File: src/rtl/assert_macros.svh
// Assertion macros for the RTL file that checks its own logic.
`ifndef ASSERT_MACROS_SVH
`define ASSERT_MACROS_SVH
`ifndef SYNTHESIS
`define ASSERT_RST(label, clk, rst, prop) \
  label: assert property (@(posedge clk) disable iff (rst) prop) else $error("assertion failed");
`define ASSERT_CLK(label, clk, prop) \
  label: assert property (@(posedge clk) prop) else $error("assertion failed");
`else
`define ASSERT_RST(label, clk, rst, prop)
`define ASSERT_CLK(label, clk, prop)
`endif
`endif

File: src/rtl/gcb_pkg.sv
// Shared widths, codes and the memory request type of the grid cell binning block.
`default_nettype none
package gcb_pkg;

  localparam int POS_W     = 24;
  localparam int CS_W      = 23;
  localparam int DIM_W     = 7;
  localparam int ID_W      = 12;
  localparam int LINK_W    = 13;
  localparam int ACT_W     = 2;
  localparam int CFG_IDX_W = 3;
  localparam int FAR_W     = DIM_W + CS_W;
  localparam int IDX_W     = 2 * DIM_W;
  localparam int WIDE_W    = 17;
  // quotient bits: a cell coordinate stays below the largest grid dimension
  localparam int QW        = DIM_W;
  localparam int STEP_W    = $clog2(QW);
  localparam int DIV_W     = POS_W + QW;

  localparam int MAX_CELLS_DEF = 4096;
  localparam int MAX_PART_DEF  = 4096;

  localparam logic [LINK_W-1:0] EMPTY_CODE = 13'd4096;

  localparam logic [ACT_W-1:0] ACT_CLEAR     = 2'd0;
  localparam logic [ACT_W-1:0] ACT_INSERT    = 2'd1;
  localparam logic [ACT_W-1:0] ACT_READ_HEAD = 2'd2;
  localparam logic [ACT_W-1:0] ACT_READ_LINK = 2'd3;

  localparam logic [CFG_IDX_W-1:0] CFG_ORIGIN_X  = 3'd0;
  localparam logic [CFG_IDX_W-1:0] CFG_ORIGIN_Y  = 3'd1;
  localparam logic [CFG_IDX_W-1:0] CFG_CELL_SIZE = 3'd2;
  localparam logic [CFG_IDX_W-1:0] CFG_COLUMNS   = 3'd3;
  localparam logic [CFG_IDX_W-1:0] CFG_ROWS      = 3'd4;

  typedef struct packed {
    logic              head_re;
    logic              head_we;
    logic [WIDE_W-1:0] head_addr;
    logic [LINK_W-1:0] head_wdata;
    logic              link_re;
    logic              link_we;
    logic [WIDE_W-1:0] link_addr;
    logic [LINK_W-1:0] link_wdata;
  } mem_req_t;

endpackage
`default_nettype wire

File: src/rtl/gcb_div.sv
// Shared restoring divider: one quotient bit per cycle for the cell coordinate.
`default_nettype none
module gcb_div import gcb_pkg::*; (
  input  logic             clk,
  input  logic             rst,
  input  logic             start,
  input  logic [POS_W-1:0] dividend,
  input  logic [CS_W-1:0]  divisor,
  output logic             done,
  output logic [QW-1:0]    quotient
);

  logic              busy;
  logic [STEP_W-1:0] step;
  logic [POS_W-1:0]  rem;
  logic [CS_W-1:0]   dvs;
  logic [DIV_W-1:0]  shifted;
  logic [DIV_W-1:0]  trial;
  logic              fits;

  // dividend is known to be below 2**QW times the divisor
  assign shifted = DIV_W'(dvs) << step;
  assign trial   = DIV_W'(rem) - shifted;
  assign fits    = DIV_W'(rem) >= shifted;

  always_ff @(posedge clk) begin
    if (rst) begin
      busy <= 1'b0;
      done <= 1'b0;
    end else begin
      done <= busy && (step == '0);
      if (start) begin
        busy <= 1'b1;
      end else if (busy && (step == '0)) begin
        busy <= 1'b0;
      end
    end
  end

  always_ff @(posedge clk) begin
    if (start) begin
      rem      <= dividend;
      dvs      <= divisor;
      step     <= STEP_W'(QW - 1);
      quotient <= '0;
    end else if (busy) begin
      if (fits) begin
        rem            <= trial[POS_W-1:0];
        quotient[step] <= 1'b1;
      end
      step <= step - 1'b1;
    end
  end

endmodule
`default_nettype wire

File: config.mk
export PLATFORM = sky130hd
export DESIGN_NAME = gcb_div
export DESIGN_NICKNAME = d
export VERILOG_FILES = /design/src/rtl/assert_macros.svh /design/src/rtl/gcb_pkg.sv /design/src/rtl/gcb_div.sv
export SDC_FILE = /design/constraint.sdc
export NUM_CORES = 1
export LEC_CHECK = 0
export ABC_AREA = 1
export BUFFER_PORTS_ARGS = -buffer_cell sky130_fd_sc_hd__buf_2
export CAP_MARGIN = 0
export CORE_MARGIN = 4
export CORE_UTILIZATION = 50
export DETAILED_ROUTE_END_ITERATION = 7
export HOLD_SLACK_MARGIN = 0.08
export PLACE_DENSITY = 0.83
export SETUP_SLACK_MARGIN = 0.1
export SYNTH_ARGS = -nofsm -noshare
export SYNTH_HDL_FRONTEND = slang
export SYNTH_SLANG_ARGS = --single-unit
File: constraint.sdc
create_clock -name clk -period 6.2 [get_ports clk]
set_clock_uncertainty 0.05 [all_clocks]
set_input_delay 0.93 -clock clk [delete_from_list [all_inputs] [get_ports clk]]
set_output_delay 0.93 -clock clk [all_outputs]
set_load 0.05 [all_outputs]
Word-level counts from Yosys, hierarchy flattened:

Cells that the tools add are included.

* register bits: 59
* latch bits: 0
* bits in writable memories: 0
* ROM bits: 0
* output and inout port bits: 8
* logic and storage cells: 28
* memories: 0

* $add $sub $neg: 2
* multipliers: 0
* div/mod/pow operators: 0
* magnitude comparators: 3
* eq/ne operators: 0
* shift-type cells: 1
* multiplexer cells: 7
* bitwise operators: 1
* reductions and logical operators: 8

Operator list (number)
* 24-bit two-way mux: 3
* 24-bit by 31-bit >= comparator with 1-bit output: 1
* 23-bit by 3-bit left shift with 31-bit output: 1
* 24-bit subtractor: 1
* 7-bit bitwise OR: 1
* 2-bit nonzero test: 3
* 3-bit by 4-bit less-than comparator with 1-bit output, second input constant: 1
* 2-bit AND reduction: 2
* 1-bit demux with 3-bit select: 1
* 3-bit by 1-bit >= comparator with 1-bit output, second input constant: 1
* 3-bit zero test: 1
* 1-bit two-way mux: 3
* 3-bit by 1-bit subtractor with 3-bit output, second input constant: 1
* 1-bit logical AND: 2

Depth between registers and ports, before layout:

* word-level depth: 5
* depth in mapped cells: 23
* gate-level depth less buffers: 21

Least setup slack after synthesis:

Ideal clock, no wire load.

* path kind: reg2reg
* start: register step[0]
* end: register rem[0] (enable)
* setup time: 0.381 ns
* data arrival time: 2.949 ns
* required time: 5.769 ns
* slack: 2.820 ns
* cell stages (with the launch flop): 19
* path buffers: 3
* cells stage by stage: dfxtp_1 > buf_4 > buf_2 > buf_4 > nand2_1 > nand3_1 > o21ai_0 > or2_2 > ha_1 > nand2_1 > nor2_1 > nand2_1 > nand2_2 > nand2_1 > a21oi_2 > nand2_2 > nand2_4 > nand2_1 > nand2_1

* cells in the longest elaborated chain, start to end: 4

Ends and longest elaborated chain
* start, declared: RTL line gcb_div.sv:14 `logic [STEP_W-1:0] step;`
* start signal, assigned: RTL line gcb_div.sv:44 `step <= STEP_W'(QW - 1);`
* start signal, assigned: RTL line gcb_div.sv:51 `step <= step - 1'b1;`
* 23-bit by 3-bit left shift with 31-bit output: RTL line gcb_div.sv:22 `assign shifted = DIV_W'(dvs) << step;`
* 24-bit by 31-bit >= comparator with 1-bit output: RTL line gcb_div.sv:24 `assign fits = DIV_W'(rem) >= shifted;`
* 2-bit nonzero test (no line)
* 2-bit AND reduction (no line)
* end signal, assigned: RTL line gcb_div.sv:42 `rem <= dividend;`
* end signal, assigned: RTL line gcb_div.sv:48 `rem <= trial[POS_W-1:0];`
* end, declared: RTL line gcb_div.sv:15 `logic [POS_W-1:0] rem;`

Every way passes these cells.
A chain may end at the register's enable or synchronous reset.

Worst setup path after layout:

* start: register step[2]
* end: register rem[1] (enable)

The elaborated chain is that of the path after synthesis.

==> metrics.txt <==
status complete, no violations; count of final hold-check violations 0; vias in the first global route 4008; Synth Area in Compound Gates 0.1238; hold buffers post-CTS 0; syn_nets 720; Sequential Area 1652 um^2; Longest Clk Path Bufs 2; multi-input logic area 2525 um^2; wl on met1 roughly 5000 um; Synth Area per Inst 6.989 um^2; most common cell after layout, fill and taps aside nand2_1; Net Sw Frac 0.3894; max-slew violation count 0; Synth Warn # 0; Tcrit/Tclk final 0.7198; highest-count cells in the layout ignoring fill and taps 232 x nand2_1, 60 x nor2_1, 57 x buf_2; fillers 798; synth unique cells 38; Post-DP HPWL between 8000 and 9000 um; area of the die 10550 um^2; # H-tree levels 3; Combinational Power Share 0.416; max_cap viols 0; Req. time, crit path between 6000 and 7000 ps; DR vias 4489; FMAX 224.1 MHz; drt first pass iters 5; core area 8721 um^2; Main synth FF type edfxtp_1; DRC viols 0; CTS tree done; total power density per cell area 308.1 nW/um^2; Yosys reg bits 59; Die X 102.7 um; met2 wire len 5198 um; Post-CTS Resized 0; fin crit period between 4000 and 5000 ps; Seq/Total Area, Yosys 0.3681; wire per inst 14.61 um; Setup TNS 0 ps; die extent in y just over 100 um; Cell Area, Synth 4487 um^2; Clock Latency Late Sink roughly 350 ps; number of post-CTS setup repair buffers 0; Final Wtd Congestion 1.086; Setup-failing EPs final 0; Power, Total 1.550 mW; slew margin rel. 0.2951; Routed WL 11730 um; Max Used Layer met4; I/O Pins between 50 and 60; CP max FO 28; Arrival @ worst endpoint 4380 ps; IO Port Bufs 57; Net Sw Power 0.6036 mW; total gr overflow 0; Vias/cell 5.590; Synth Instances 642; Post-synth ARST share 0; worst hold slack a little under 400 ps; Initial Utilization 0.5145; Post-Synth XOR/XNOR Area 0.005856; CTS clock-pin slew for the worst setup and hold paths 70 ps; remaining antenna violation count 0; Sinks on Clock Net 59; largest family of logic cells by synthesized area simple AND/OR/NAND/NOR gates; Worst Max-Slew Pin Slew about 1100 ps; post-synthesis mux area share 0.008924; Setup crit end kind flip-flop; Clk pwr share 0.256; total CTS buffers 9; Root Buffer clkbuf_8; met3 wire len 1015 um; internal power 0.9463 mW; first-pass GRT wire length 18490 um; Critical Path Start Type flip-flop; RSZ-0062 raised after global routing no; Diodes inserted 0; Layout area overhead 12.10%; initial antenna violation count 0; WS Path Type reg2reg; Final #Nets 768; static leakage 2.388 nW; number of flops mapped to enable cells by yosys 47; Seq pwr share 0.328; pin count of the biggest net entering global routing 60; adder-cell share of the synthesized area 0.07975; Max IR drop VDD 123.5 uV; Synth Area in Simple Gates 0.3444; Hold Path Class reg2reg; std cell rows 34; gr usage total 0.2258; layout cells sized above 1 0.1353; DRT iter0 DRCs 376
[cell usage after synthesis, drive strengths merged, types with 2 or more instances]
master / instances / share of area
o21bai: 6 / 0.010
a31oi: 6 / 0.0084
or2: 9 / 0.013
nor2: 60 / 0.050
mux2i: 4 / 0.0089
o21ai: 44 / 0.049
nand3: 49 / 0.055
nor3: 4 / 0.0045
a21oi: 36 / 0.041
ha: 27 / 0.075
inv: 53 / 0.044
nand2: 237 / 0.20
a21o: 4 / 0.0067
clkbuf: 6 / 0.0050
edfxtp: 47 / 0.31
dfxtp: 12 / 0.054
xor2: 2 / 0.0039
nor4: 2 / 0.0028
nand3b: 3 / 0.0050
nand4: 6 / 0.0084
buf: 15 / 0.018
[stage by stage]
stage | setup WS [ps] | cells | utilization | instance area, um^2
finish | 1737 | 803 | 0.5768 | 5030
global route | 1324 | 803 | 0.5768 | 5030
CTS | 1840 | 803 | 0.5768 | 5030
detailed placement | 1843 | 787 | 0.5517 | 4811
global placement | 1998 | 787 | 0.5517 | 4811
floorplan | 2820 | 642 | - | 4487
[cells by family after synthesis]
family	count (synthesis)
adders and majority gates	28
DFF	59
AOI/OAI and AO/OA	101
muxes	4
and+or+nand+nor	372
buffers and inverters	75
xor gates and xnor gates	3
[state kept, by name (all words and copies together) (netlist names)]
register / flops
done: 1
busy: 1
step: 3
quotient: 7
dvs: 23
rem: 24
[power groups by stage]
| stage | Sequential [mW] | Combinational (mW) | Clock [mW] |
|---|---|---|---|
| 5_1_grt | 0.512 | 0.726 | 0.417 |
| 3_3_place_gp | 0.514 | 0.607 | 0 |
| 3_5_place_dp | 0.515 | 0.624 | 0 |
| 6_report | 0.508 | 0.644 | 0.397 |
| 2_1_floorplan | 0.503 | 0.485 | 0 |
| 4_1_cts | 0.508 | 0.631 | 0.402 |
[final timing paths]
kind,from,end,slack [ps],cells past startpoint
max,step[2],rem[1],1740,16
min,quotient[3],quotient[3],400,2
max reg2reg,step[2],rem[1],1740,16
min reg2reg,quotient[3],quotient[3],400,2
[layout make-up]
cell class | count | area share
multi-input combinational | 508 | 0.5020
sequential | 59 | 0.3284
timing repair buffer | 59 | 0.05970
inverter | 53 | 0.03955
clock buffer | 11 | 0.02811
tap | 108 | 0.02687
clock inverter | 5 | 0.01542
[critical path: stages, from the launching register on]
cell and delay (ps):
dfxtp_1 810, inv_2 370, nor2_1 310, inv_1 90
o22ai_1 160, inv_1 70, ha_1 390, nand2_1 130
nor2_1 120, nand2_1 90, nand2_2 120, nand2_1 110
a21oi_2 210, nand2_2 100, nand2_4 110, nand2_1 60
nand2_1 770
[per-layer routing]
| layer | up-vias | track usage |
|---|---|---|
| met5 | - | 0 |
| met4 | 0 | 0.1245 |
| met3 | 40 | 0.04398 |
| met2 | 232 | 0.3496 |
| met1 | 1989 | 0.2975 |
| li1 | 2228 | - |
(Power assumes the default switching activity.)
